==> src/design/fraction_sum_accumulator_assert.svh <==
// Assertion macros shared by the fraction sum accumulator modules.
// FSA_ASSERT checks a property at every clock edge outside reset.
// FSA_ASSERT_NEXT checks that a property holds in the cycle after a trigger.
`ifndef FRACTION_SUM_ACCUMULATOR_ASSERT_SVH
`define FRACTION_SUM_ACCUMULATOR_ASSERT_SVH
`ifndef SYNTHESIS
`define FSA_ASSERT(lbl, clk, rst_n, prop) \
    lbl: assert property (@(posedge clk) disable iff (!rst_n) prop) \
        else $error("fraction_sum_accumulator: assertion failed");
`define FSA_ASSERT_NEXT(lbl, clk, rst_n, trig, prop) \
    lbl: assert property (@(posedge clk) disable iff (!rst_n) (trig) |=> (prop)) \
        else $error("fraction_sum_accumulator: assertion failed");
`else
`define FSA_ASSERT(lbl, clk, rst_n, prop)
`define FSA_ASSERT_NEXT(lbl, clk, rst_n, trig, prop)
`endif
`endif

==> src/design/fsa_pkg.sv <==
`default_nettype none

package fsa_pkg;

    localparam int DATA_W        = 32;
    localparam int STATUS_W      = 2;
    localparam int DEFAULT_WIDTH = 32;

    localparam logic [STATUS_W-1:0] STATUS_OK       = 2'd0;
    localparam logic [STATUS_W-1:0] STATUS_OVERFLOW = 2'd1;
    localparam logic [STATUS_W-1:0] STATUS_ZERO_GCD = 2'd2;

    typedef enum logic [1:0] {
        MUL_P1,
        MUL_P2,
        MUL_DP
    } t_mul_sel;

    typedef enum logic [1:0] {
        DIV_GCD,
        DIV_QN,
        DIV_QD
    } t_div_sel;

    typedef struct packed {
        logic     load_in;
        logic     mul_en;
        t_mul_sel mul_sel;
        logic     sum_en;
        logic     mag_en;
        logic     gcd_init;
        logic     div_start;
        t_div_sel div_sel;
        logic     gcd_step;
        logic     qn_load;
        logic     qd_load;
        logic     out_commit;
    } t_dp_cmd;

    typedef struct packed {
        logic a_zero;
        logic b_zero;
        logic div_done;
        logic out_busy;
    } t_dp_sts;

endpackage

`default_nettype wire

==> src/design/fsa_ctrl.sv <==
`default_nettype none
`include "fraction_sum_accumulator_assert.svh"

module fsa_ctrl import fsa_pkg::*; (
    input  wire logic    i_clk,
    input  wire logic    i_rst_n,
    input  wire logic    i_in_valid,
    output logic         o_in_ready,
    input  wire t_dp_sts i_sts,
    output t_dp_cmd      o_cmd
);

    typedef enum logic [3:0] {
        S_IDLE,
        S_MUL_P1,
        S_MUL_P2,
        S_MUL_DP,
        S_SUM,
        S_MAG,
        S_INIT,
        S_TEST,
        S_GCD_GO,
        S_GCD_WAIT,
        S_QN_GO,
        S_QN_WAIT,
        S_QD_GO,
        S_QD_WAIT,
        S_OUT
    } t_state;

    t_state r_state;
    t_state n_state;
    logic   r_ready;
    logic   n_ready;
    logic   w_accept;

    assign w_accept = i_in_valid && r_ready;

    always_comb begin
        o_cmd         = '0;
        o_cmd.mul_sel = MUL_P1;
        o_cmd.div_sel = DIV_GCD;
        n_state       = r_state;
        n_ready       = r_ready;
        unique case (r_state)
            S_IDLE: begin
                if (w_accept) begin
                    o_cmd.load_in = 1'b1;
                    n_ready       = 1'b0;
                    n_state       = S_MUL_P1;
                end
            end
            S_MUL_P1: begin
                o_cmd.mul_en = 1'b1;
                n_state      = S_MUL_P2;
            end
            S_MUL_P2: begin
                o_cmd.mul_en  = 1'b1;
                o_cmd.mul_sel = MUL_P2;
                n_state       = S_MUL_DP;
            end
            S_MUL_DP: begin
                o_cmd.mul_en  = 1'b1;
                o_cmd.mul_sel = MUL_DP;
                n_state       = S_SUM;
            end
            S_SUM: begin
                o_cmd.sum_en = 1'b1;
                n_state      = S_MAG;
            end
            S_MAG: begin
                o_cmd.mag_en = 1'b1;
                n_state      = S_INIT;
            end
            S_INIT: begin
                o_cmd.gcd_init = 1'b1;
                n_state        = S_TEST;
            end
            S_TEST: begin
                if (!i_sts.b_zero) begin
                    n_state = S_GCD_GO;
                end else if (i_sts.a_zero) begin
                    n_state = S_OUT;
                end else begin
                    n_state = S_QN_GO;
                end
            end
            S_GCD_GO: begin
                o_cmd.div_start = 1'b1;
                n_state         = S_GCD_WAIT;
            end
            S_GCD_WAIT: begin
                if (i_sts.div_done) begin
                    o_cmd.gcd_step = 1'b1;
                    n_state        = S_TEST;
                end
            end
            S_QN_GO: begin
                o_cmd.div_start = 1'b1;
                o_cmd.div_sel   = DIV_QN;
                n_state         = S_QN_WAIT;
            end
            S_QN_WAIT: begin
                if (i_sts.div_done) begin
                    o_cmd.qn_load = 1'b1;
                    n_state       = S_QD_GO;
                end
            end
            S_QD_GO: begin
                o_cmd.div_start = 1'b1;
                o_cmd.div_sel   = DIV_QD;
                n_state         = S_QD_WAIT;
            end
            S_QD_WAIT: begin
                if (i_sts.div_done) begin
                    o_cmd.qd_load = 1'b1;
                    n_state       = S_OUT;
                end
            end
            S_OUT: begin
                if (!i_sts.out_busy) begin
                    o_cmd.out_commit = 1'b1;
                    n_ready          = 1'b1;
                    n_state          = S_IDLE;
                end
            end
            default: begin
                n_state = S_IDLE;
                n_ready = 1'b1;
            end
        endcase
    end

    always_ff @(posedge i_clk) begin
        if (!i_rst_n) begin
            r_state <= S_IDLE;
            r_ready <= 1'b1;
        end else begin
            r_state <= n_state;
            r_ready <= n_ready;
        end
    end

    assign o_in_ready = r_ready;

    `FSA_ASSERT(a_ctrl_ready_idle, i_clk, i_rst_n, r_ready |-> (r_state == S_IDLE))

endmodule

`default_nettype wire

==> config.mk <==
export PLATFORM = sky130hd
export DESIGN_NAME = fsa_ctrl
export DESIGN_NICKNAME = d
export VERILOG_FILES = /design/src/design/fsa_pkg.sv /design/src/design/fsa_ctrl.sv
export VERILOG_INCLUDE_DIRS = /design/src /design/src/design
export SDC_FILE = /design/constraint.sdc
export NUM_CORES = 1
export LEC_CHECK = 0
export ABC_AREA = 1
export BUFFER_PORTS_ARGS = -buffer_cell sky130_fd_sc_hd__buf_2
export CORE_MARGIN = 1.5
export CORE_UTILIZATION = 33
export DETAILED_ROUTE_END_ITERATION = 10
export GPL_TIMING_DRIVEN = 0
export PLACE_DENSITY = 0.64
export SKIP_LAST_GASP = 1
export SLEW_MARGIN = 20
export SYNTH_ARGS = -nofsm -noshare
export SYNTH_HDL_FRONTEND = slang
export SYNTH_SLANG_ARGS = --single-unit
==> constraint.sdc <==
create_clock -name i_clk -period 1.1 [get_ports i_clk]
set_input_delay 0.22 -clock i_clk [delete_from_list [all_inputs] [get_ports i_clk]]
set_output_delay 0.22 -clock i_clk [all_outputs]
set_load 0.005 [all_outputs]
# Word-level counts from Yosys, hierarchy flattened
# Cells that the tools add are included.
# totals
wordCells	55
ff_bits	5
# classes
n_reduce_logical	7
n_bitwise	1
mux	26
eq_ne	19
# ops
operator	count
one-hot mux 4 bit (15 select lines)	1
equality test 4 bit, second input constant	7
two-way mux 4 bit	6
equality test 4 x 3 -> 1 bit, second input constant	4
two-way mux 1 bit	15
OR reduction 13 bit	1
inequality test 2 bit, second input constant	5
equality test 4 x 2 -> 1 bit, second input constant	2
one-hot mux 2 bit (2 select lines)	2
OR reduction 3 bit	2
AND reduction 5 bit	1
equality test 4 x 1 -> 1 bit, second input constant	1
zero test 4 bit	1
two-way mux 3 bit	1
one-hot mux 1 bit (3 select lines)	1
AND reduction 3 bit	1
logical AND 1 bit	1
NOT 1 bit	1

# Longest topological paths before layout
# Gate-level depths: netlist (run 1).
# logic_depth
word_depth	4
depth_mapped	10
depth_no_buf	9

# Worst setup path before layout (run 1)
# OpenSTA, ideal clock, no wires.
# synth_path
kind	register -> register
startpoint	reg r_state[1]
endpoint	reg r_state[2]
setup_ns	0.070
path_stages_with_launch	9
t_required_ns	1.030
t_arrival_ns	1.068
slack_ns	-0.038
synth_period_minus_slack_ns	1.138
path_cell_list	dfxtp_1 buf_6 nor2_2 nand3_1 nand2_2 inv_2 nand2_2 nand2_1 a21oi_1
# synth_via
elab_chain_len	3
elab_cells_between_ends	22
classes_between	eq/ne: 19; mux: 1; reduce/logical: 2
# synth_rtl
element	line_no	text
start: declaration	fsa_ctrl.sv:31	t_state r_state;
start signal: assignment	fsa_ctrl.sv:139	r_state <= n_state;
equality test 4 bit / zero test 4 bit (equally long branches)	fsa_ctrl.sv:45	unique case (r_state)
inequality test 2 bit (no line)	-	
AND reduction 5 bit (no line)	-	
# Parallel ways exist; a longest one is shown, timed or not.
# A chain may end at the register's enable or synchronous reset.

==> impl_metrics.ini, run 1 <==
[sta]
slew_headroom = 0.8658
final.min_clock_period_ns = 1.373
period_share = 1.248
setup_violations = 19
maxSlewViolCount = 0
finClkSkew_ns = 0.001674
setup_slack_ns = -0.2727
worstMarginPinSlew_ns = 0.2008
rsz0062_at_grt = true
max_freq_mhz = 728.5
hold_viol_final = 0
timing.hold.ws_ns = 0.1675

[power]
peakVddDrop_v = 0.0008290
powerDensity_nw_per_um2 = 1092
power.switching_mw = 0.3829
internal_power_mw = 0.5709
p_sw_frac = 0.4014
p_leak_nw = 0.5019
comb_power_share = 0.504
total_power_mw = 0.9538
pwr-share-clk = 0.221
seqPwrFrac = 0.275

[yosys]
ys_seq_area_frac = 0.2005
synth_seq_cells = 5
yosysWarnings = 0
ys_types = 17
syn_inst = 90
netlist_area_um2 = 499.2
synthesis.nets = 97
synth_area_per_cell_um2 = 5.547

[worst_setup_path]
slowest_stage = dfxtp_4
cpLargestDelayFamily = flip-flops
critPathMaxFanout = 5
path_class = reg2out
cp.arrival_ns = 1.15
worstPathRequired_ns = 0.88
end_kind = output port
slowest_delay_ns = 0.41
critPathBufInv = 2
critPathLaunchType = flop
cp_cell_sequence = inv_4 > nor2_4 > nand2_2 > nor2_1 > buf_2

[die]
die-height_um = 41.90
core_um2 = 1350
io_pins = 22
dieArea_um2 = 1755
die_width_um = 41.90
start_util = 0.3698
row_count = 13

[drt]
drt-wirelength-per-cell_um = 11.54
drt_first_iter_violations = 14
dr.pass1.iters = 4
viasPerCell = 4.979
ant_nets = 0
wl_um = 1662
drc_errors = 0
vias = 717

[clock_network]
cts_root_buf = clkbuf_4
cts_sinks = 5
cts_tree = done
postCtsHoldBufs = 0
clock_path_buffers = 2
clock_latency_ns = 0.24
ctsHtreeMaxLevel = 1
cts_made_buffers = 3
clkTransAtPathRegs_ns = 0.04

[final_layout]
multiInputGateArea_um2 = 401.6
antennaDiodeCount = 0
layout_commonest_cell = buf_2
final_area_um2 = 873.3
syn_to_final_growth_pct = 74.94
n_fill_cell = 125
layout_common_cells = buf_2 (21), nand2_1 (15), buf_4 (12)
final_cells = 144
register_area_um2 = 112.6
nNetsFinal = 137
drive_gt1_frac = 0.6124

[placed_design]
io_buffer_count = 21
dp_slack_ns = -0.1319
hpwlAfterDp_um = 1015
place.gp.congestion = 0.7814
post_dp_cell_area_um2 = 645.6
dp_cells = 126

[global_route]
grt_max_degree = 7
grt_pass1_wl_um = 2635
grt_antenna_before_repair = 0
grt_pass1_vias = 629
grt_overflow = 0
track_usage = 0.1886

[hold_path]
hold_class = in2reg

[run]
drv_cap = 0

[outcome]
failed_checks = setup timing
outcome = complete, but fails checks
-- power groups by stage --
stage                     Combinational (mW)  Clock (mW)  Sequential, mW
after floorplan                        0.241           0           0.232
after global placement                 0.325           0           0.235
after detailed placement               0.329           0           0.235
after CTS                              0.423       0.216           0.233
after global routing                   0.524       0.234           0.265
final                                  0.480       0.211           0.263
-- sequential cells by signal, indices dropped and copies added, names as in the netlist --
name,flops
o_in_ready,1
r_state,4
-- path summary, 6_finish.rpt --
check                                              from  slack, ns                       to  cells past startpoint
worst max-delay path            r_state[0]$_SDFFE_PN0P_      -0.27                 o_cmd[1]                      5
worst min-delay path                            i_rst_n       0.17  o_in_ready$_SDFFE_PN1P_                      2
worst max register to register  r_state[0]$_SDFFE_PN0P_      -0.23  r_state[2]$_SDFFE_PN0P_                      9
worst min register to register  o_in_ready$_SDFFE_PN1P_       0.51  o_in_ready$_SDFFE_PN1P_                      2
-- metrics by stage --
| step | utilization | setup TNS [ns] |
|---|---|---|
| 2_1_floorplan | - | 0 |
| 3_3_place_gp | 0.4782 | -0.6140 |
| 3_5_place_dp | 0.4782 | -0.7648 |
| 4_1_cts | 0.5894 | -3.969 |
| 5_1_grt | 0.6469 | -5.300 |
| 6_report | 0.6469 | -4.211 |
-- cell families after synthesis --
logic type	count (synthesis)	share of synthesized area
buffers and inverters	19	0.1729
DFF	5	0.2005
and+or+nand+nor	57	0.5288
AOI/OAI and AO/OA	9	0.09775
-- final cells by class --
cell class                      count  area share
Multi-Input combinational cell     66      0.4599
Sequential cell                     5      0.1289
Tap cell                           15     0.02149
Timing Repair Buffer               36      0.2622
Clock buffer                        4     0.03009
Buffer                              1     0.01289
Inverter                           17     0.08453
-- synth_stat cells --
master	n	area [um^2]
nand2_1	22	82.58
inv_1	13	48.80
nor2_1	13	48.80
nand3_1	9	45.04
dfxtp_1	5	100.1
nand2_2	5	31.28
a21oi_1	4	20.02
inv_2	4	15.01
nor2_2	3	18.77
o21ai_0	3	15.01
buf_6	2	22.52
nor3_1	2	10.01
nand3_2	1	10.01
nand4_1	1	6.260
nor2_4	1	11.26
o211ai_1	1	7.510
o22ai_1	1	6.260
-- metal layers --
| metal | vias to the layer above | GRT usage | wire (um) |
|---|---|---|---|
| met2 | 33 | 0.2906 | 790 |
| met5 | - | 0 | 0 |
| met1 | 319 | 0.2526 | 739 |
| met3 | 6 | 0.04348 | 105 |
| met4 | 0 | 0.07097 | 27 |
| li1 | 359 | - | - |
-- repair_timing --
item	CTS	global route
buffers inserted	9	6
endpoints found under the setup margin	19	19
resized for setup	21	14
pin swaps	6	14
No activity file was read; power rests on OpenSTA's default activity.
==> inputs of run 2 (changes only) <==
--- a/config.mk
+++ b/config.mk
@@ -8,11 +8,15 @@
 export LEC_CHECK = 0
 export ABC_AREA = 1
 export BUFFER_PORTS_ARGS = -buffer_cell sky130_fd_sc_hd__buf_2
+export CELL_PAD_IN_SITES_DETAIL_PLACEMENT = 1
+export CELL_PAD_IN_SITES_GLOBAL_PLACEMENT = 1
 export CORE_MARGIN = 1.5
-export CORE_UTILIZATION = 33
+export CORE_UTILIZATION = 27
+export CTS_BUF_LIST = sky130_fd_sc_hd__clkbuf_4 sky130_fd_sc_hd__clkbuf_8
 export DETAILED_ROUTE_END_ITERATION = 10
 export GPL_TIMING_DRIVEN = 0
-export PLACE_DENSITY = 0.64
+export PLACE_DENSITY = 0.78
+export SETUP_SLACK_MARGIN = 0.2
 export SKIP_LAST_GASP = 1
 export SLEW_MARGIN = 20
 export SYNTH_ARGS = -nofsm -noshare
==> run 2 against run 1 <==
- the run still ends with setup timing left
- sequential cell count did not move
- critical path type unchanged
- largest cell class unchanged
- hold slack better by 0.0078 ns
- die area is 21% higher
- wire length rose by 19%
- clock skew is 0.00081 ns higher
==> impl_metrics.ini, run 2 (same netlist as run 1, synthesis figures left out) <==
[drt]
vias = 703
dr.pass1.iters = 4
viasPerCell = 4.625
drc_errors = 0
drt-wirelength-per-cell_um = 13.02
ant_nets = 0
wl_um = 1979
drt_first_iter_violations = 11

[placed_design]
place.gp.congestion = 0.7612
io_buffer_count = 21
dp_cells = 136
post_dp_cell_area_um2 = 676.9
hpwlAfterDp_um = 1238

[outcome]
failed_checks = setup timing
outcome = complete, but fails checks

[sta]
slew_headroom = 0.8536
final.min_clock_period_ns = 1.475
hold_viol_final = 0
setup_slack_ns = -0.3753
setup_violations = 19
finClkSkew_ns = 0.002487
period_share = 1.341
maxSlewViolCount = 0
worstMarginPinSlew_ns = 0.2190
timing.hold.ws_ns = 0.1753
rsz0062_at_grt = true
setup-tns-final_ns = -4.998
max_freq_mhz = 677.8

[clock_network]
cts_tree = done
cts_root_buf = clkbuf_4
ctsHtreeMaxLevel = 1
clock_path_buffers = 2
cts_made_buffers = 3
clkTransAtPathRegs_ns = 0.04
cts_sinks = 5
postCtsHoldBufs = 0
clock_latency_ns = 0.24

[power]
internal_power_mw = 0.5736
peakVddDrop_v = 0.0008333
pwr-share-clk = 0.242
powerDensity_nw_per_um2 = 1076
comb_power_share = 0.510
p_sw_frac = 0.3981
p_leak_nw = 0.5019
seqPwrFrac = 0.248
power.switching_mw = 0.3794

[die]
core_um2 = 1727
io_pins = 22
start_util = 0.2891
dieArea_um2 = 2116
die-height_um = 46
die_width_um = 46
row_count = 15

[worst_setup_path]
slowest_delay_ns = 0.32
path_class = reg2out
cp.arrival_ns = 1.26
cp_cell_sequence = buf_8 > inv_6 > nor2_4 > inv_2 > nor2_1 > buf_2
end_kind = output port
critPathLaunchType = flop
crit_path_start = r_state[1]$_SDFFE_PN0P_
r2r_start = r_state[1]$_SDFFE_PN0P_
critPathMaxFanout = 6
worstPathRequired_ns = 0.88
slowest_stage = dfxtp_2

[final_layout]
largest_register = r_state
largest_reg_flops = 4
final_area_um2 = 885.9
final_util = 0.5130
layout_common_cells = buf_2 (20), nand2_1 (16), nor2_1 (11), buf_4 (11), nand3_1 (8)
antennaDiodeCount = 0
syn_to_final_growth_pct = 77.44
layout_commonest_cell = buf_2
drive_gt1_frac = 0.5984
final_cells = 152
nNetsFinal = 135

[run]
drv_cap = 0

[global_route]
grt_pass1_wl_um = 2925
grt_pass1_vias = 641
grt_overflow = 0
grt_max_degree = 7
track_usage = 0.1939
grt_antenna_before_repair = 0

[hold_path]
hold_class = in2reg
hp-start = i_rst_n
-- run 2: cell count changes in the layout (fill, tap and decap cells not counted), sizes merged --
cell / previous run / this run
buf: 37 / 35
-- run 2: power groups by stage --
| stage | clock (mW) | sequential [mW] | combinational (mW) |
|---|---|---|---|
| 3_5_place_dp | 0 | 0.237 | 0.348 |
| 6_report | 0.231 | 0.236 | 0.486 |
| 2_1_floorplan | 0 | 0.232 | 0.249 |
| 5_1_grt | 0.264 | 0.241 | 0.524 |
| 3_3_place_gp | 0 | 0.236 | 0.337 |
| 4_1_cts | 0.236 | 0.237 | 0.432 |
-- run 2: through the flow --
step,total power [mW],setup WS [ns]
after CTS,0.9049,-0.2811
after detailed placement,0.5857,-0.1432
final,0.9530,-0.3753
after floorplan,0.4818,0.01996
after global placement,0.5731,-0.1016
after global routing,1.029,-0.4147
-- run 2: final cells by class --
class	instances	area (um^2)
Inverter	17	78.83
Fill cell	247	840.8
Sequential cell	5	111.4
Tap cell	25	31.28
Timing Repair Buffer	33	205.2
Buffer	2	26.28
Multi-Input combinational cell	66	402.9
Clock buffer	4	30.03
-- run 2: final timing paths --
| path | depth (start not counted) | slack, ns | end |
|---|---|---|---|
| worst max register to register | 11 | -0.30 | r_state[2]$_SDFFE_PN0P_ |
| worst max-delay path | 6 | -0.38 | o_cmd[7] |
| worst min register to register | 2 | 0.48 | o_in_ready$_SDFFE_PN1P_ |
| worst min-delay path | 2 | 0.18 | o_in_ready$_SDFFE_PN1P_ |
-- run 2: metal layers --
layer	vias up	track usage	wire [um]
met3	2	0.05952	67
met1	325	0.2465	865
met4	0	0.01714	18
met5	-	0	0
met2	20	0.3306	1027
li1	356	-	-
-- run 2: worst max-delay path: cells and delay by family, from the launching register on --
kind | cells | cell delay, ns
buffers and inverters | 4 | 0.39
DFF | 1 | 0.32
and+or+nand+nor | 2 | 0.30
-- run 2: what timing repair did --
item / 4_1_cts / 5_1_grt
endpoints found under the setup margin: 20 / 20
pin swaps: 6 / 5
hold endpoints to repair: 0 / 0
setup buffers: 9 / 3
resized for setup: 18 / 12
cloned: 0 / 0
