## src/design/fraction_sum_accumulator_assert.svh

```systemverilog
// Assertion macros shared by the fraction sum accumulator modules.
// FSA_ASSERT checks a property at every clock edge outside reset.
// FSA_ASSERT_NEXT checks that a property holds in the cycle after a trigger.
`ifndef FRACTION_SUM_ACCUMULATOR_ASSERT_SVH
`define FRACTION_SUM_ACCUMULATOR_ASSERT_SVH
`ifndef SYNTHESIS
`define FSA_ASSERT(lbl, clk, rst_n, prop) \
    lbl: assert property (@(posedge clk) disable iff (!rst_n) prop) \
        else $error("fraction_sum_accumulator: assertion failed");
`define FSA_ASSERT_NEXT(lbl, clk, rst_n, trig, prop) \
    lbl: assert property (@(posedge clk) disable iff (!rst_n) (trig) |=> (prop)) \
        else $error("fraction_sum_accumulator: assertion failed");
`else
`define FSA_ASSERT(lbl, clk, rst_n, prop)
`define FSA_ASSERT_NEXT(lbl, clk, rst_n, trig, prop)
`endif
`endif

```

## src/design/fsa_pkg.sv

```systemverilog
`default_nettype none

package fsa_pkg;

    localparam int DATA_W        = 32;
    localparam int STATUS_W      = 2;
    localparam int DEFAULT_WIDTH = 32;

    localparam logic [STATUS_W-1:0] STATUS_OK       = 2'd0;
    localparam logic [STATUS_W-1:0] STATUS_OVERFLOW = 2'd1;
    localparam logic [STATUS_W-1:0] STATUS_ZERO_GCD = 2'd2;

    typedef enum logic [1:0] {
        MUL_P1,
        MUL_P2,
        MUL_DP
    } t_mul_sel;

    typedef enum logic [1:0] {
        DIV_GCD,
        DIV_QN,
        DIV_QD
    } t_div_sel;

    typedef struct packed {
        logic     load_in;
        logic     mul_en;
        t_mul_sel mul_sel;
        logic     sum_en;
        logic     mag_en;
        logic     gcd_init;
        logic     div_start;
        t_div_sel div_sel;
        logic     gcd_step;
        logic     qn_load;
        logic     qd_load;
        logic     out_commit;
    } t_dp_cmd;

    typedef struct packed {
        logic a_zero;
        logic b_zero;
        logic div_done;
        logic out_busy;
    } t_dp_sts;

endpackage

`default_nettype wire

```

## src/design/fsa_divider.sv

```systemverilog
`default_nettype none
`include "fraction_sum_accumulator_assert.svh"

// Restoring unsigned divider, one quotient bit per cycle.
module fsa_divider import fsa_pkg::*; #(
    parameter int DIV_W = 2 * DEFAULT_WIDTH
) (
    input  wire logic             i_clk,
    input  wire logic             i_rst_n,
    input  wire logic             i_start,
    input  wire logic [DIV_W-1:0] i_dividend,
    input  wire logic [DIV_W-1:0] i_divisor,
    output logic                  o_done,
    output logic      [DIV_W-1:0] o_quotient,
    output logic      [DIV_W-1:0] o_remainder
);

    localparam int CNT_W = $clog2(DIV_W + 1);

    logic             r_busy;
    logic             r_done;
    logic [CNT_W-1:0] r_cnt;
    logic [DIV_W-1:0] r_dvs;
    logic [DIV_W-1:0] r_rem;
    logic [DIV_W-1:0] r_quo;

    logic [DIV_W:0]   w_shift;
    logic [DIV_W:0]   w_diff;
    logic             w_ge;

    assign w_shift = {r_rem, r_quo[DIV_W-1]};
    assign w_ge    = w_shift >= {1'b0, r_dvs};
    assign w_diff  = w_shift - {1'b0, r_dvs};

    always_ff @(posedge i_clk) begin
        if (!i_rst_n) begin
            r_busy <= 1'b0;
            r_done <= 1'b0;
            r_cnt  <= '0;
        end else begin
            r_done <= 1'b0;
            if (i_start) begin
                r_busy <= 1'b1;
                r_cnt  <= CNT_W'(DIV_W);
            end else if (r_busy) begin
                r_cnt <= r_cnt - 1'b1;
                if (r_cnt == CNT_W'(1)) begin
                    r_busy <= 1'b0;
                    r_done <= 1'b1;
                end
            end
        end
    end

    always_ff @(posedge i_clk) begin
        if (i_start) begin
            r_dvs <= i_divisor;
            r_rem <= '0;
            r_quo <= i_dividend;
        end else if (r_busy) begin
            r_rem <= w_ge ? w_diff[DIV_W-1:0] : w_shift[DIV_W-1:0];
            r_quo <= {r_quo[DIV_W-2:0], w_ge};
        end
    end

    assign o_done      = r_done;
    assign o_quotient  = r_quo;
    assign o_remainder = r_rem;

    `FSA_ASSERT(a_div_no_restart, i_clk, i_rst_n, i_start |-> !r_busy)
    `FSA_ASSERT(a_div_nonzero, i_clk, i_rst_n, r_busy |-> (r_dvs != '0))
    `FSA_ASSERT_NEXT(a_div_done_pulse, i_clk, i_rst_n, r_done, !r_done && !r_busy)

endmodule

`default_nettype wire

```

## src/design/fsa_datapath.sv

```systemverilog
`default_nettype none
`include "fraction_sum_accumulator_assert.svh"

module fsa_datapath import fsa_pkg::*; #(
    parameter int WIDTH = DEFAULT_WIDTH
) (
    input  wire logic                i_clk,
    input  wire logic                i_rst_n,
    input  wire t_dp_cmd             i_cmd,
    output t_dp_sts                  o_sts,
    input  wire logic [DATA_W-1:0]   i_frac_num,
    input  wire logic [DATA_W-1:0]   i_frac_den,
    input  wire logic                i_end_of_set,
    output logic                     o_out_valid,
    input  wire logic                i_out_ready,
    output logic      [DATA_W-1:0]   o_sum_num,
    output logic      [DATA_W-1:0]   o_sum_den,
    output logic      [STATUS_W-1:0] o_status,
    output logic                     o_is_final
);

    localparam int P   = 2 * WIDTH;
    localparam int P1W = P + 1;
    localparam logic [P-1:0] HALF = P'(1) << (WIDTH - 1);

    logic signed [WIDTH-1:0] r_acc_num;
    logic signed [WIDTH-1:0] r_acc_den;
    logic signed [WIDTH-1:0] r_bn;
    logic signed [WIDTH-1:0] r_bd;
    logic                    r_last;
    logic signed [P-1:0]     r_p1;
    logic signed [P-1:0]     r_p2;
    logic signed [P-1:0]     r_dp;
    logic signed [P:0]       r_sum;
    logic        [P-1:0]     r_nmag;
    logic        [P-1:0]     r_dmag;
    logic                    r_nneg;
    logic                    r_dneg;
    logic        [P-1:0]     r_a;
    logic        [P-1:0]     r_b;
    logic                    r_par;
    logic        [P-1:0]     r_qn;
    logic        [P-1:0]     r_qd;

    logic                    r_out_valid;
    logic        [DATA_W-1:0]   r_out_num;
    logic        [DATA_W-1:0]   r_out_den;
    logic        [STATUS_W-1:0] r_out_status;
    logic                    r_out_final;

    logic signed [WIDTH-1:0] w_mul_x;
    logic signed [WIDTH-1:0] w_mul_y;
    logic signed [P-1:0]     w_prod;
    logic        [P:0]       w_nabs;
    logic        [P-1:0]     w_dabs;
    logic        [P-1:0]     w_dividend;
    logic        [P-1:0]     w_divisor;
    logic                    w_div_done;
    logic        [P-1:0]     w_quo;
    logic        [P-1:0]     w_rem;
    logic                    w_gneg;
    logic                    w_qnneg;
    logic                    w_qdneg;
    logic                    w_fit;
    logic signed [WIDTH-1:0] w_qn_lo;
    logic signed [WIDTH-1:0] w_qd_lo;
    logic signed [WIDTH-1:0] n_acc_num;
    logic signed [WIDTH-1:0] n_acc_den;
    logic        [STATUS_W-1:0] n_status;

    // One shared multiplier, three passes per item.
    always_comb begin
        case (i_cmd.mul_sel)
            MUL_P1: begin
                w_mul_x = r_acc_num;
                w_mul_y = r_bd;
            end
            MUL_P2: begin
                w_mul_x = r_bn;
                w_mul_y = r_acc_den;
            end
            default: begin
                w_mul_x = r_acc_den;
                w_mul_y = r_bd;
            end
        endcase
    end

    assign w_prod = w_mul_x * w_mul_y;
    assign w_nabs = r_sum[P] ? -r_sum : r_sum;
    assign w_dabs = r_dp[P-1] ? -r_dp : r_dp;

    always_comb begin
        case (i_cmd.div_sel)
            DIV_QN: begin
                w_dividend = r_nmag;
                w_divisor  = r_a;
            end
            DIV_QD: begin
                w_dividend = r_dmag;
                w_divisor  = r_a;
            end
            default: begin
                w_dividend = r_a;
                w_divisor  = r_b;
            end
        endcase
    end

    fsa_divider #(
        .DIV_W(P)
    ) u_divider (
        .i_clk       (i_clk),
        .i_rst_n     (i_rst_n),
        .i_start     (i_cmd.div_start),
        .i_dividend  (w_dividend),
        .i_divisor   (w_divisor),
        .o_done      (w_div_done),
        .o_quotient  (w_quo),
        .o_remainder (w_rem)
    );

    // Sign of the gcd follows the operand that ended the Euclid loop.
    assign w_gneg  = r_par ? r_dneg : r_nneg;
    assign w_qnneg = (r_qn != '0) && (r_nneg != w_gneg);
    assign w_qdneg = (r_qd != '0) && (r_dneg != w_gneg);
    assign w_fit   = (w_qnneg ? (r_qn <= HALF) : (r_qn < HALF)) &&
                     (w_qdneg ? (r_qd <= HALF) : (r_qd < HALF));
    assign w_qn_lo = r_qn[WIDTH-1:0];
    assign w_qd_lo = r_qd[WIDTH-1:0];

    always_comb begin
        n_acc_num = r_acc_num;
        n_acc_den = r_acc_den;
        if (r_a == '0) begin
            n_status = STATUS_ZERO_GCD;
        end else if (!w_fit) begin
            n_status = STATUS_OVERFLOW;
        end else begin
            n_status  = STATUS_OK;
            n_acc_num = w_qnneg ? ('0 - w_qn_lo) : w_qn_lo;
            n_acc_den = w_qdneg ? ('0 - w_qd_lo) : w_qd_lo;
        end
    end

    always_ff @(posedge i_clk) begin
        if (!i_rst_n) begin
            r_acc_num   <= '0;
            r_acc_den   <= WIDTH'(1);
            r_out_valid <= 1'b0;
        end else begin
            if (i_cmd.out_commit) begin
                r_out_valid <= 1'b1;
                r_acc_num   <= r_last ? '0 : n_acc_num;
                r_acc_den   <= r_last ? WIDTH'(1) : n_acc_den;
            end else if (r_out_valid && i_out_ready) begin
                r_out_valid <= 1'b0;
            end
        end
    end

    always_ff @(posedge i_clk) begin
        if (i_cmd.load_in) begin
            r_bn   <= i_frac_num[WIDTH-1:0];
            r_bd   <= i_frac_den[WIDTH-1:0];
            r_last <= i_end_of_set;
        end
        if (i_cmd.mul_en) begin
            case (i_cmd.mul_sel)
                MUL_P1:  r_p1 <= w_prod;
                MUL_P2:  r_p2 <= w_prod;
                default: r_dp <= w_prod;
            endcase
        end
        if (i_cmd.sum_en) begin
            r_sum <= P1W'(r_p1) + P1W'(r_p2);
        end
        if (i_cmd.mag_en) begin
            r_nmag <= w_nabs[P-1:0];
            r_nneg <= r_sum[P];
            r_dmag <= w_dabs;
            r_dneg <= r_dp[P-1];
        end
        if (i_cmd.gcd_init) begin
            r_a   <= r_nmag;
            r_b   <= r_dmag;
            r_par <= 1'b0;
        end else if (i_cmd.gcd_step) begin
            r_a   <= r_b;
            r_b   <= w_rem;
            r_par <= ~r_par;
        end
        if (i_cmd.qn_load) begin
            r_qn <= w_quo;
        end
        if (i_cmd.qd_load) begin
            r_qd <= w_quo;
        end
        if (i_cmd.out_commit) begin
            r_out_num    <= DATA_W'(n_acc_num);
            r_out_den    <= DATA_W'(n_acc_den);
            r_out_status <= n_status;
            r_out_final  <= r_last;
        end
    end

    assign o_sts.a_zero   = (r_a == '0);
    assign o_sts.b_zero   = (r_b == '0);
    assign o_sts.div_done = w_div_done;
    assign o_sts.out_busy = r_out_valid && !i_out_ready;

    assign o_out_valid = r_out_valid;
    assign o_sum_num   = r_out_num;
    assign o_sum_den   = r_out_den;
    assign o_status    = r_out_status;
    assign o_is_final  = r_out_final;

    `FSA_ASSERT(a_dp_no_overwrite, i_clk, i_rst_n,
                i_cmd.out_commit |-> !(r_out_valid && !i_out_ready))

endmodule

`default_nettype wire

```

## config.mk

```make
export PLATFORM = sky130hd
export DESIGN_NAME = fsa_datapath
export DESIGN_NICKNAME = d
export VERILOG_FILES = /design/src/design/fsa_pkg.sv /design/src/design/fsa_divider.sv /design/src/design/fsa_datapath.sv
export VERILOG_INCLUDE_DIRS = /design/src /design/src/design
export SDC_FILE = /design/constraint.sdc
export NUM_CORES = 2
export LEC_CHECK = 0
export BUFFER_PORTS_ARGS = -buffer_cell sky130_fd_sc_hd__buf_2
export CORE_MARGIN = 3
export CORE_UTILIZATION = 65
export CTS_CLUSTER_SIZE = 8
export DETAILED_ROUTE_END_ITERATION = 6
export PLACE_DENSITY = 0.83
export SLEW_MARGIN = 20
export SYNTH_ARGS = -nofsm -noshare
export SYNTH_HDL_FRONTEND = slang
export SYNTH_SLANG_ARGS = --single-unit
```

## constraint.sdc

```tcl
create_clock -name i_clk -period 23.8 [get_ports i_clk]
set_input_delay 1.19 -clock i_clk [delete_from_list [all_inputs] [get_ports i_clk]]
set_output_delay 1.19 -clock i_clk [all_outputs]
set_load 0.02 [all_outputs]
```

# Word level (Yosys, flattened, before mapping)
# Index checks and enable logic that the tools add are counted.
[word_totals] register_bits=1042 inputBits=82 out_inout_bits=72 wordCells=108
[classes] add_sub_neg=7 mul=1 n_lt_le_gt_ge=5 eq_ne=6 muxes=33 bitwise_logic=4 reduce_logical=21
[ops] cell="two-way mux 64 bit" n=9
[ops] cell="two-way mux 32 bit" n=9
[ops] cell="<= comparator 64 x 32 -> 1 bit, second input constant" n=2
[ops] cell="logical NOT 64 bit" n=2
[ops] cell="less-than comparator 64 x 32 -> 1 bit, second input constant" n=2
[ops] cell="negation 64 bit" n=2
[ops] cell="one-hot mux 64 bit (2 select lines)" n=1
[ops] cell="nonzero test 64 bit" n=2
[ops] cell="adder 64 x 64 -> 65 bit" n=1
[ops] cell=">= comparator 65 x 64 -> 1 bit" n=1
[ops] cell="multiplier 32 x 32 -> 64 bit" n=1
[ops] cell="one-hot mux 32 bit (2 select lines)" n=1
[ops] cell="subtractor 1 x 32 -> 32 bit, first input constant" n=2
[ops] cell="subtractor 64 bit" n=1
[ops] cell="two-way mux 63 bit" n=1
[ops] cell="two-way mux 7 bit" n=2
[ops] cell="two-way mux 1 bit" n=10
[ops] cell="equality test 7 x 1 -> 1 bit, second input constant" n=1
[ops] cell="subtractor 7 x 1 -> 7 bit, second input constant" n=1
[ops] cell="AND reduction 2 bit" n=3
[ops] cell="nonzero test 2 bit" n=3
[ops] cell="OR reduction 2 bit" n=3
[ops] cell="logical AND 1 bit" n=5
[ops] cell="equality test 2 x 1 -> 1 bit, second input constant" n=2
[ops] cell="other kinds (6)" n=10

# Depth between registers and ports, before layout
[depth] depth_word=8 mapped_depth=35 mapped_depth_nobuf=31

# Hierarchy
# From an unflattened synthesis, not the netlist that was laid out.
[unflattened] cells_unflattened=7904 area_unflattened_um2=85241.8
[modules_own_cells] module="fsa_datapath" n_inst=1 cells_per_inst=6686 area_each_um2=73252.8 seq_area_each_um2=24593.6
[modules_own_cells] module="fsa_divider" n_inst=1 cells_per_inst=1218 area_each_um2=11989.0 seq_area_each_um2=5305.1

# Worst setup path after synthesis
# OpenSTA, ideal clock, no wires.
[synth_path] kind="input to register" startpoint="input i_cmd[10] (netlist name)" endpoint="register r_dp[60], data pin" setup_time_ps=269 arrival_time_ps=9721 required_time_ps=23531 slack_ps=13810 cell_stages=31 path_buffers=4 path_cell_list="clkbuf_1 -> clkbuf_1 -> mux2i_1 -> o21ai_1 -> clkbuf_1 -> nand2_1 -> inv_1 -> fa_1 -> fa_1 -> fa_1 -> inv_1 -> fa_1 -> inv_1 -> fa_1 -> inv_1 -> fa_1 -> fa_1 -> fa_1 -> inv_1 -> ha_1 -> clkbuf_1 -> a21o_1 -> o21bai_1 -> or4_1 -> nor3_1 -> o21a_1 -> o21ai_0 -> a41oi_1 -> nor4_1 -> a21oi_1 -> xor2_1"
[synth_via] elab_chain_len=3 elab_cells_between_ends=5 classes_between="mul (1); eq/ne (1); mux (2); reduce/logical (1)"
[synth_lines] element="start: declaration" line_no="fsa_datapath.sv:9" source="input wire t_dp_cmd i_cmd,"
[synth_lines] element="equality test 2 x 1 -> 1 bit / logical NOT 2 bit (equally long branches)" line_no="fsa_datapath.sv:73" source="case (i_cmd.mul_sel)"
[synth_lines] element="one-hot mux 32 bit (2 select lines) / two-way mux 32 bit (equally long branches)" line_no="fsa_datapath.sv:73"
[synth_lines] element="multiplier 32 x 32 -> 64 bit (*)" line_no="fsa_datapath.sv:89" source="assign w_prod = w_mul_x * w_mul_y;"
[synth_lines] element="named net w_prod[60]" line_no="fsa_datapath.sv:53" source="logic signed [P-1:0] w_prod;"
[synth_lines] element="end signal: assignment" line_no="fsa_datapath.sv:172" source="default: r_dp <= w_prod;"
[synth_lines] element="end: declaration" line_no="fsa_datapath.sv:33" source="logic signed [P-1:0] r_dp;"
# The timed path passes the listed nets; every way through them passes the cells marked *.
# A chain may end at the register's enable or synchronous reset.

# Worst setup path after layout
[layout_path] startpoint="input i_cmd[11] (netlist name)" endpoint="register r_p2[63], data pin"
[layout_via] elab_chain_len=3 elab_cells_between_ends=5 classes_between="mul (1); eq/ne (1); mux (2); reduce/logical (1)"
[layout_lines] element="equality test 2 x 1 -> 1 bit / logical NOT 2 bit (equally long branches)" line_no="fsa_datapath.sv:73"
[layout_lines] element="one-hot mux 32 bit (2 select lines) / two-way mux 32 bit (equally long branches)" line_no="fsa_datapath.sv:73"
[layout_lines] element="multiplier 32 x 32 -> 64 bit (*)" line_no="fsa_datapath.sv:89"
[layout_lines] element="named net w_prod[63]" line_no="fsa_datapath.sv:53"
[layout_lines] element="end signal: assignment" line_no="fsa_datapath.sv:171" source="MUL_P2: r_p2 <= w_prod;"
[layout_lines] element="end: declaration" line_no="fsa_datapath.sv:32" source="logic signed [P-1:0] r_p2;"
# Marked as above.

==> run metrics <==
# resized after CTS=0; Syn. warnings=0; Post-Syn Area=0.0853 sq mm; Pre-antenna DRT Iters=7; HPWL Detailed=195000 um; final wirelength=267000 um; clk buf depth=3; hold_ws=0.471 ns; Least-Margin Pin Slew=1.33 ns; # port buffers=153; Pwr Total=12400 uW; Rel. slew slack=0.116; first-pass GRT wire length=397000 um; die area=0.136 sq mm; leakage power=0.0390 uW; arrival time at the worst endpoint=11.41 ns; critical path launch point=i_cmd[11]; Clock transition at path regs=0.05 ns; Clock Skews=0.0753 ns; Initial Util=0.657; largest net degree at the start of global routing=148; worst vdd ir=0.193 mV; P&R area growth vs syn=8.17%; DRC errors left=36; number of synthesized flops with an enable pin=903; Placeable Area=0.130 sq mm; status=finished with violations; min-delay src=u_divider.o_quotient[2]; GPL Wtd Cong=0.996; Final nets=9496; top-area cell type share of the netlist area=0.318; fillcell total=9016; Max Cap Violations=0; Worst setup EP type=register; starting DRC count in detailed routing=7974; Via Count=63900; ratio of final minimum period to clock period=0.461; CP Max Fanout=52; ys async rst share=0; grt ovf=0; Synth Flop Type=edfxtp_1; Chip Width=368 um; # clock sinks=1042; layout cells sized above 1=0.0966; CTS tree=built; I/O pin cnt=154; routed len/inst=27.1 um; endpoints failing setup=0; Synth area leaders=edfxtp_1, fa_1, inv_1, ha_1, nand2_1; count leader, synth=inv_1; Synth Instances=7980; dpl cells=9601; postcts setup bufs=0; PwrDens=134 mW/mm^2; Critical Path Max Stage Delay=0.91 ns; CTS Buf Count=149; initial antenna violation count=11; CP most frequent cell=fa_1; die height=368 um; area leader, netlist=edfxtp_1; antenna violation net count after detailed routing=0; clk_lat worst skew=0.79 ns; Tot GR Track Use=0.394; slowest stage cell on the critical path=fa_1; HP Class=reg2reg; post-synthesis sequential area ratio=0.350; Mapped Nets=9466; failing checks=design-rule violations; kind of critical path=in2reg; minimum clock period=10.97 ns; Final Hold Viols=0; setup_tns=0 ns; Setup crit start kind=input pin; vias in the first global route=65200; Synth top cells by count=inv_1, fa_1, nand2_1; Reg2Reg Launch Point=r_bn[31]; Vias/cell=6.49; synthesis-stage register bit count=1042; CP required=24.23 ns; Slew Viols, Final=0; synthesized area per cell=10.7 sq um; Achievable Freq=91.1 MHz; post-route insts no fill=9843; CTS root buf=clkbuf_16; synth unique cells=80; Cell Rows=132; CTS Hold Bufs=0; unrepaired setup endpoints after global routing=no; # H-tree levels=4
-- final cells by class --
cell class	instances	area, sq um	area share
Timing Repair Buffer	254	1550	0.0168
Tap cell	1742	2180	0.0236
Antenna cell	9	22.5	0.000244
Sequential cell	1042	29900	0.324
Clock inverter	16	383	0.00415
Multi-Input combinational cell	5450	50100	0.542
Inverter	1113	4180	0.0453
Clock buffer	217	4030	0.0436
-- cell families (layout without fill, tap and decap cells) --
| logic type | after synthesis | after routing | synth area share |
|---|---|---|---|
| xor gates and xnor gates | 376 | 376 | 0.0386 |
| muxes | 357 | 357 | 0.0461 |
| DFF | 1042 | 1042 | 0.350 |
| buffers and inverters | 1488 | 1600 | 0.0659 |
| AOI/OAI and AO/OA | 1235 | 1235 | 0.0936 |
| other | 0 | 9 | 0 |
| adders and majority gates | 1404 | 1404 | 0.301 |
| and+or+nand+nor | 2078 | 2078 | 0.104 |
-- state kept, by name (all words and copies together) (netlist names), 64 cells and up --
register and flops:
r_p2 64, r_a 64, u_divider.o_remainder 64, r_qd 64, r_qn 64, r_p1 64, r_b 64, u_divider.o_quotient 64
r_nmag 64, u_divider.r_dvs 64, r_sum 65, r_dmag 64, r_dp 64
-- critical path: cells and delay by family --
kind	cells	cell delay [ns]
buf+inv	10	2.12
fa+ha+maj	9	5.18
simple gates	2	0.50
compound gates	8	1.56
mux	1	0.67
xor+xnor	1	0.12
-- routing by layer --
| layer | vias up | routed length [um] | track usage |
|---|---|---|---|
| met5 | - | 33 | 0.00392 |
| met4 | 4 | 22300 | 0.261 |
| met3 | 1282 | 35300 | 0.113 |
| met2 | 4574 | 118000 | 0.594 |
| met1 | 31400 | 91300 | 0.500 |
| li1 | 26600 | - | - |
-- final timing paths --
path	endpoint	slack, ns	cells past startpoint
min	r_qn[2]	0.47	0
min reg2reg	r_qn[2]	0.47	0
max	r_p2[63]	12.83	31
max reg2reg	r_p2[63]	14.02	27
-- per-stage QoR --
stage	instance area [sq um]	util	setup slack (ns)
2_1_floorplan	85300	-	13.81
3_3_place_gp	87900	0.676	12.44
3_5_place_dp	87900	0.676	12.19
4_1_cts	92300	0.710	12.95
5_1_grt	92300	0.710	12.43
6_report	92300	0.710	12.83
-- placed cells by master (no fill, tap or decap), types with 51 or more instances in the layout --
cell type,count
nand3_1,53
nand4_1,51
fa_1,1084
clkbuf_1,65
a22o_1,63
o31ai_1,63
a22oi_1,64
edfxtp_1,903
nor2_1,729
o21a_1,58
o21ai_1,90
xnor2_1,247
nor4_1,66
mux2i_1,52
dfxtp_1,138
inv_1,1111
buf_4,102
o21ai_0,262
clkbuf_16,150
buf_2,149
ha_1,318
a21oi_1,246
mux2_2,289
a21o_1,112
nand2_1,904
a211oi_1,63
xor2_1,129
-- power by group --
part	leakage [uW]	total, uW	internal [uW]	switching [uW]
logic	0.0269	6780	2530	4250
registers	0.0101	3560	3160	402
clock network	0.00210	2010	1180	830
Power figures use the tool's default switching activity.
